===== src/cdq_pkg.sv =====
// shared constants, operation codes and status type for the circular deque
package cdq_pkg;

	localparam int DATA_W            = 32;
	localparam int MODE_W            = 3;
	localparam int CAP_W             = 11;
	localparam int APB_DATA_W        = 32;
	localparam int APB_ADDR_W        = 2;
	localparam int DEFAULT_MAX_DEPTH = 1024;

	localparam logic [CAP_W-1:0] CAP_RESET = 11'd1024;

	localparam logic [MODE_W-1:0] MODE_PUSH_FRONT = 3'd0;
	localparam logic [MODE_W-1:0] MODE_PUSH_REAR  = 3'd1;
	localparam logic [MODE_W-1:0] MODE_POP_FRONT  = 3'd2;
	localparam logic [MODE_W-1:0] MODE_POP_REAR   = 3'd3;
	localparam logic [MODE_W-1:0] MODE_HOLD       = 3'd4;

	localparam logic [APB_ADDR_W-1:0] ADDR_CAPACITY = 2'd0;

	localparam logic signed [DATA_W-1:0] EMPTY_VALUE = -32'sd1;

	typedef struct packed {
		logic ok;
		logic empty;
		logic full;
	} cdq_status_t;

endpackage


===== src/cdq_ptr.sv =====
// head pointer, fill count and operation decode of the circular deque
module cdq_ptr #(
	parameter int MAX_DEPTH = cdq_pkg::DEFAULT_MAX_DEPTH,
	parameter int AW        = $clog2(cdq_pkg::DEFAULT_MAX_DEPTH)
) (
	input  logic                             clk,
	input  logic                             arst_n,
	input  logic                             op_en,
	input  logic [cdq_pkg::MODE_W-1:0]       mode,
	input  logic [cdq_pkg::CAP_W-1:0]        capacity,
	output logic                             wr_en,
	output logic [AW-1:0]                    wr_addr,
	output logic [AW-1:0]                    front_addr,
	output logic [AW-1:0]                    rear_addr,
	output cdq_pkg::cdq_status_t             status
);

	localparam int CW   = $clog2(MAX_DEPTH + 1);
	localparam int CMPW = (CW > cdq_pkg::CAP_W) ? CW : cdq_pkg::CAP_W;
	localparam logic [AW-1:0]   LAST_POS  = AW'(MAX_DEPTH - 1);
	localparam logic [AW:0]     DEPTH_EXT = (AW + 1)'(MAX_DEPTH);
	localparam logic [CMPW-1:0] DEPTH_CMP = CMPW'(MAX_DEPTH);

	logic [AW-1:0]   head_q;
	logic [CW-1:0]   count_q;
	logic            ok_q;
	logic [CMPW-1:0] cap_ext;
	logic [CMPW-1:0] cap_eff;
	logic            full;
	logic            empty;
	logic [AW-1:0]   head_dec;
	logic [AW-1:0]   head_inc;
	logic            op_ok;

	// base + offset modulo the ring depth, both below the depth
	function automatic logic [AW-1:0] ring_pos(input logic [AW-1:0] base,
		input logic [AW-1:0] offs);
		logic [AW:0] sum;
		sum = {1'b0, base} + {1'b0, offs};
		if (sum >= DEPTH_EXT) begin
			sum = sum - DEPTH_EXT;
		end
		return sum[AW-1:0];
	endfunction

	assign cap_ext = CMPW'(capacity);
	assign cap_eff = (cap_ext > DEPTH_CMP) ? DEPTH_CMP : cap_ext;
	assign full    = CMPW'(count_q) >= cap_eff;
	assign empty   = (count_q == '0);

	assign head_dec = (head_q == '0) ? LAST_POS : head_q - 1'b1;
	assign head_inc = (head_q == LAST_POS) ? '0 : head_q + 1'b1;

	always_comb begin
		op_ok   = 1'b0;
		wr_en   = 1'b0;
		wr_addr = ring_pos(head_q, count_q[AW-1:0]);
		case (mode)
			cdq_pkg::MODE_PUSH_FRONT: begin
				op_ok   = !full;
				wr_en   = op_en && !full;
				wr_addr = head_dec;
			end
			cdq_pkg::MODE_PUSH_REAR: begin
				op_ok = !full;
				wr_en = op_en && !full;
			end
			cdq_pkg::MODE_POP_FRONT: op_ok = !empty;
			cdq_pkg::MODE_POP_REAR:  op_ok = !empty;
			cdq_pkg::MODE_HOLD:      op_ok = 1'b1;
			default:                 op_ok = 1'b0;
		endcase
	end

	always_ff @(posedge clk or negedge arst_n) begin
		if (!arst_n) begin
			head_q  <= '0;
			count_q <= '0;
			ok_q    <= 1'b0;
		end else if (op_en) begin
			ok_q <= op_ok;
			if (op_ok) begin
				case (mode)
					cdq_pkg::MODE_PUSH_FRONT: begin
						head_q  <= head_dec;
						count_q <= count_q + 1'b1;
					end
					cdq_pkg::MODE_PUSH_REAR: count_q <= count_q + 1'b1;
					cdq_pkg::MODE_POP_FRONT: begin
						head_q  <= head_inc;
						count_q <= count_q - 1'b1;
					end
					cdq_pkg::MODE_POP_REAR: count_q <= count_q - 1'b1;
					default: ;
				endcase
			end
		end
	end

	// rear sits count-1 past the head; only looked at when not empty
	assign front_addr = head_q;
	assign rear_addr  = ring_pos(head_q, AW'(count_q - 1'b1));

	assign status.ok    = ok_q;
	assign status.empty = empty;
	assign status.full  = full;

endmodule


===== config.mk =====
export PLATFORM = sky130hd
export DESIGN_NAME = cdq_ptr
export DESIGN_NICKNAME = d
export VERILOG_FILES = /design/src/cdq_pkg.sv /design/src/cdq_ptr.sv
export SDC_FILE = /design/constraint.sdc
export NUM_CORES = 1
export LEC_CHECK = 0
export ABC_AREA = 1
export BUFFER_PORTS_ARGS = -buffer_cell sky130_fd_sc_hd__buf_2
export CAP_MARGIN = 20
export CORE_ASPECT_RATIO = 1.4
export CORE_MARGIN = 5
export CORE_UTILIZATION = 25
export DETAILED_ROUTE_END_ITERATION = 8
export REMOVE_ABC_BUFFERS = 1
export SLEW_MARGIN = 10
export SYNTH_ARGS = -nofsm -noshare
export SYNTH_HDL_FRONTEND = slang
export SYNTH_SLANG_ARGS = --single-unit

===== constraint.sdc =====
create_clock -name clk -period 2.85 [get_ports clk]
set_input_delay 0.57 -clock clk [delete_from_list [all_inputs] [get_ports clk]]
set_output_delay 0.57 -clock clk [all_outputs]
set_load 0.05 [all_outputs]

==> impl.org, run 1 <==
** Setup path
- Counting both buffers and inverters, the worst setup path holds a total of 2.
- Longest individual stage delay on the worst path :: ~0.45 ns
- The critical path in this run is classified as flip-flop to output port.
- Data required, critical path :: about 2.3 ns
- Along the worst path, the maximum fanout reaches 4.
- Worst EP arrival :: between 2 and 2.5 ns
- The critical path goes through buf_6, nor2_4, nand2_2, nor2_4, xor2_2, ha_1, a21o_1, a31oi_1, nand3_1, xnor2_1, buf_4.
- Library cell contributing the largest single delay on the critical path :: dfrtp_2
- The most numerous cell type found on the critical path is nor2_4.
- Critical Path Start Type :: flip-flop
- The kind of cell with the highest combined delay along the critical path is flip-flops.
- CP Capture Type :: output port

** Layout
- Number of antenna repair diodes :: 0
- Post-layout net count :: ~750
- Of the cells placed in the final design, the portion with a size suffix greater than 1 is 0.331.
- Layout-stage area growth over the synthesis result :: 48.7%

** GRT
- In the global route stage, met3 resource usage came out at 0.0162.
- Number of global-route vias before repair :: 3873
- Met2 Track Usage GR :: 0.273
- The first global-routing pass estimated 18900 um of wire.
- Total overflow reported by the global router :: 0
- Global router's overall resource usage :: 0.148
- Number of antenna violations at the first check in global routing :: 0
- After global routing, the most crowded layer is met2.
- Entering global routing, the biggest net connects 23 pins.
- GR Layer Usage met1 :: 0.176

** CTS
- Clock insertion delay at the later pin of the skew report :: 0.26 ns
- After clock tree synthesis, the clock-pin slew on the worst setup and hold paths is approximately 0.07 ns.
- CTS built an H-tree with a depth of 1.
- Bufs on Longest Clock Path :: 2
- Counting the buffers created by CTS gives 3.
- CTS tree :: yes
- CTS saw 22 sinks.
- Root buffer selected by CTS :: clkbuf_16
- Hold-fix buffers, CTS :: 0

** STA
- Pin slew with the least headroom to its limit :: about 0.57 ns
- Final hold violation count :: 0
- Setup violations remaining at the end of the flow were counted as 6.
- Subtracting the final worst setup slack from the clock period gives around 3 ns.
- Final worst-path cycle share :: 1.08
- Between clock sinks in the finished design, the worst skew comes to 0.00682 ns.
- Final worst slack :: -0.215 ns
- The count of pins over their slew limit is 0.
- Measured against its own limit, the worst slew margin works out to 0.621.
- Unrepaired setup endpoints after global routing :: true
- Max Fclk :: roughly 330 MHz

** Floorplanning
- Die Footprint :: ~0.016 sq mm
- Pin placement for this block handled a little over 50 I/O pins.
- Starting Density :: 0.254
- The core region is ~0.013 sq mm.
- In this run the core area contains 50 standard-cell rows.
- DIE WIDTH :: 108 um
- In this run the vertical extent of the chip is roughly 150 um.

** Synth
- Cell taking the most area after synthesis :: nand2_1
- Synth Area per Inst :: between 5 and 6 sq um
- In the post-synthesis netlist, the biggest area contributors are nand2_1 23%, dfrtp_1 16%, ha_1 13%.
- Portion of synthesized cell area occupied by the leading cell type :: 0.232
- Async set or reset register ratio after synthesis :: 1.00
- By count the netlist is led by 209 x nand2_1, 61 x nand3_1, 59 x nor2_1.
- Counting flops with a built-in enable in the synthesized netlist gives 0.
- Synth cell types :: 32
- The most used flip-flop cell after synthesis is dfrtp_1.
- By instance count, the leading cell after synthesis is nand2_1.
- Share of the yosys chip area belonging to registers :: 0.163
- The cell area that synthesis handed to floorplanning was approximately 0.0034 sq mm.
- Mapped Cells :: 577
- Register bit count reported by yosys :: 22
- Number of warnings reported in the yosys synthesis log :: 0

** Drt
- Remaining routing DRC violations :: 0
- Once detail routing completed, the nets flagged for antenna violations numbered 0.
- Number of vias in the routed layout :: approximately 4100
- For this block, the initial DRC count from the detailed router was approximately 230.
- Final wirelength :: around 12000 um
- Vias/cell :: 4.64
- Number of optimization iterations in the first detailed-route pass :: 5
- Average wire length per cell after detail routing :: approximately 14 um

** Placement
- After legalization and detailed placement, the total HPWL measured ~9500 um.
- Last weighted congestion value of the routability-driven placer :: just over 0.9
- Input/output buffers :: 50
- Prior to clock tree synthesis, the placed netlist has a worst setup slack of -0.224 ns.

** Flow run
- Max-Cap Viols :: 0

** Status
- The final reports fail on setup timing.
- Outcome :: complete, but fails checks

** Hold path
- Min-delay worst type :: input port to asynchronous set/reset pin
[routing by layer]
metal,wire length [um],up-vias,share of wire
met5,0,-,0
met4,297,0,0.025
met3,442,22,0.037
met2,6300,87,0.52
met1,5030,1862,0.42
li1,-,2080,-
[flip-flops by register name (all words and copies together), names as in the netlist]
name	count
ok_q	1
front_addr	10
count_q	11
[final cells by class]
type | count | area [sq um]
inverters | 55 | 211
multi-input cells | 476 | 2910
clock inverters | 1 | 30.0
repair buffers | 134 | 1010
flip-flops and latches | 22 | 554
fillers | 1402 | 8300
clock buffers | 3 | 75.1
well taps | 182 | 228
[what timing repair did]
| item | CTS | global route |
|---|---|---|
| resized for setup | 56 | 80 |
| setup buffers | 8 | 7 |
| endpoints found under the setup margin | 14 | 18 |
| pin swaps | 11 | 24 |
[stage by stage]
step | instances | util | hold slack (ns) | instance area, sq um | setup TNS, ns
detailed placement | 855 | 0.319 | 0.468 | 4260 | -0.665
CTS | 867 | 0.347 | 0.322 | 4620 | -0.602
floorplan | 553 | - | 0.274 | 3250 | -3.28
global placement | 855 | 0.319 | 0.466 | 4260 | -0.667
finish | 873 | 0.377 | 0.300 | 5020 | -0.586
global route | 873 | 0.377 | 0.343 | 5020 | -1.72
[layout by cell type, fill, tap and decap left out, types with 4 or more instances in the layout]
cell type / instances
nand2_1: 194
buf_4: 87
nand3_1: 57
nor2_1: 49
inv_1: 44
buf_2: 27
dfrtp_1: 19
o21ai_0: 18
ha_1: 18
buf_6: 17
nand2_2: 16
nand4_1: 16
ha_4: 13
a21oi_1: 12
xnor2_1: 11
inv_2: 10
nor2_2: 10
a21oi_2: 9
xor2_1: 8
xor2_2: 6
nor2_4: 5
o21ai_1: 4
[worst paths after layout]
path | start | to | slack [ns] | depth (start not counted)
hold reg to reg | ok_q | ok_q | 0.49 | 2
setup reg to reg | count_q[6] | count_q[1] | 0.53 | 16
min in group clk | ok_q | ok_q | 0.49 | 2
setup / recovery | count_q[4] | rear_addr[9] | -0.21 | 11
hold / removal | arst_n | front_addr[6] | 0.30 | 1
max in group asynchronous | arst_n | count_q[4] | 2.14 | 1
[cells by family after synthesis]
group	Yosys count	synth area share
simple gates	360	0.447
buf+inv	79	0.0985
compound gates	52	0.0807
fa+ha+maj	36	0.138
xor+xnor	27	0.0700
flops	22	0.163
mux	1	0.00296
Power of run 1 is left out: the tool's default activity adds up to more than one toggle a clock period on the data nets, which glitch-free logic cannot reach.
==> run 2: changes to the inputs <==
SKIP_LAST_GASP = 1   (was not set)
==> impl.org, run 2 (synthesized netlist as in run 1, its figures left out) <==
** Layout
- After filler insertion, the fill cell instance count of the layout stands at between 1000 and 1500.
- Final design area excluding fillers :: around 0.0050 sq mm
- After the last flow step, the layout net total stands at around 750.
- Register with the highest flop count :: count_q
- Leaving out fill and tap cells, the most frequent cell in the layout is nand2_1.
- Filler-free cell count of the finished design :: ~870
- The area growth from synthesis to layout is 48.4%.
- In the layout the commonest cells are 195 x nand2_1, 87 x buf_4, 56 x nand3_1, 49 x nor2_1, 45 x inv_1.
- Number of antenna repair diodes :: 0
- Flip-flop count of the largest register after layout :: 11
- Proportion of layout cells with a drive suffix above 1 :: 0.329

** CTS
- For this design, the CTS-stage hold fixing added 0 buffers.
- Root buffer selected by CTS :: clkbuf_16
- TritonCTS created 3 clock buffers.
- For the worst-skew pair, the clock arrives at the later sink with an insertion delay of 0.27 ns.
- In this run the number of H-tree levels came out at 1.
- Bufs on Longest Clock Path :: 2
- TritonCTS built the clock tree.
- The clock net in this run drives a total of 22 sinks.
- Clock-pin slew was measured on the worst setup and hold paths at roughly 0.070 ns.

** GRT
- Number of global-route vias before repair :: 3873
- The number of antenna violations at the first check in global routing came to 0.
- For this run, global-route usage on met2 was measured as 0.273.
- In the global route stage, met3 resource usage came out at 0.0162.
- Highest-utilization routing layer at the global route stage :: met2
- Summed over all layers, the global routing overflow is 0.
- The first global-routing pass estimated ~19000 um of wire.
- In the global route stage, met1 resource usage came out at 0.176.
- Largest net degree at the start of global routing :: 23
- For this run, the total global-route usage over all layers was measured as 0.148.

** Drt
- Remaining routing DRC violations :: 0
- 1st-iter DRT viols :: roughly 210
- Final wirelength :: around 12000 um
- The first detailed-routing pass ran for 4 iterations.
- Vias/cell :: 4.64
- In the final routed layout, each cell accounts on average for between 10 and 15 um.
- In this run the remaining antenna-violating nets after routing total 0.
- Number of vias in the routed layout :: 4054

** Floorplanning
- Row generation in the floorplan step produced 50 rows.
- DIE WIDTH :: about 110 um
- Floorplan core area :: 0.0133 sq mm
- Starting Density :: 0.254
- Die Footprint :: ~0.016 sq mm
- Pin placement for this block handled 51 I/O pins.
- Height of the die :: 148 um

** STA
- Final worst path period need :: between 3 and 4 ns
- Dividing the final minimum period by the clock period gives 1.08.
- At the pin with the least slew margin, the transition time is around 0.58 ns.
- Setup violations remaining at the end of the flow were counted as 6.
- Worst setup skew after layout :: roughly 0.0038 ns
- Once routing completed, OpenROAD measured the worst setup slack at -0.216 ns.
- Final hold violation count :: 0
- Timing would allow up to ~330 MHz.
- The count of pins over their slew limit came to 0.
- Worst-case headroom to the max-slew limit :: 0.614
- Unrepaired setup endpoints after global routing :: true
- In the final timing run, aggregate negative setup slack is -0.611 ns.

** Placement
- Cell area after placement :: roughly 0.0043 sq mm
- Last weighted congestion value of the routability-driven placer :: between 0.9 and 1
- The wire-length estimate of the detail-placed layout is approximately 9500 um.
- Placement Setup Slack :: -0.224 ns
- In this run the tool buffered the top-level ports with 50 buffer cells.
- Including well taps, the total number of placed cells is between 800 and 900.

** Status
- The flow ran to the end, but the final reports show violations.
- Failing checks :: setup timing

** Setup path
- The worst register-to-register path begins at count_q[6].
- Critical Path Start Type :: flip-flop
- STA classifies the critical path endpoint as an output port.
- Register-to-Register Path Depth :: 16
- In this run the worst path has a maximum fanout of 4.
- For flop-to-flop paths, the worst setup slack is 0.48 ns.
- Data on the critical path arrives at its endpoint at roughly 2.5 ns.
- STA puts the critical path data required time at between 2 and 2.5 ns.
- The worst register-to-register path ends at count_q[1].
- The critical path is of the flip-flop to output port type.

** Hold path
- Min-delay worst type :: input port to asynchronous set/reset pin

** Flow run
- Max-Cap Viols :: 0
## run 2: worst max path at each step
stage	from	to	slack, ns	cells past startpoint
after floorplan	count_q[0]	rear_addr[9]	-0.47	10
after global placement	count_q[0]	rear_addr[9]	-0.23	11
after detailed placement	count_q[0]	rear_addr[9]	-0.22	11
after CTS	count_q[4]	rear_addr[9]	-0.20	11
after global routing	count_q[4]	rear_addr[9]	-0.35	12
final	count_q[4]	rear_addr[9]	-0.22	11
## run 2: metal layers
| metal | part of all wire | vias up |
|---|---|---|
| li1 | - | 2076 |
| met1 | 0.40 | 1849 |
| met2 | 0.53 | 107 |
| met3 | 0.047 | 22 |
| met4 | 0.026 | 0 |
| met5 | 0 | - |
## run 2: critical path, cell delays in order (launching register included)
cell     delay [ns]
dfrtp_2        0.45
buf_6          0.13
nor2_4         0.09
nand2_2        0.08
nor2_4         0.15
xor2_2         0.17
ha_1           0.28
a21o_1         0.19
a31oi_1        0.15
nand3_1        0.11
xnor2_1        0.19
buf_4          0.23
## run 2: area by class of cell
class,count,area [sq um],share of cell area
timing repair buffer,134,1010,0.201
clock inverter,1,30.0,0.00599
clock buffer,3,75.1,0.0150
inverter,55,211,0.0422
sequential,22,554,0.111
tap,182,228,0.0454
multi-input combinational,476,2900,0.579
## run 2: repair_timing
action                                  4_1_cts  5_1_grt
buffers inserted                              8        7
pin swaps                                    11       23
resized for setup                            54       79
endpoints found under the setup margin       14       18
## run 2: through the flow
step / hold slack [ns] / utilization
floorplan: 0.274 / -
global placement: 0.466 / 0.319
detailed placement: 0.468 / 0.319
CTS: 0.322 / 0.346
global route: 0.340 / 0.376
finish: 0.298 / 0.376
Power of run 2 is left out for the same reason.
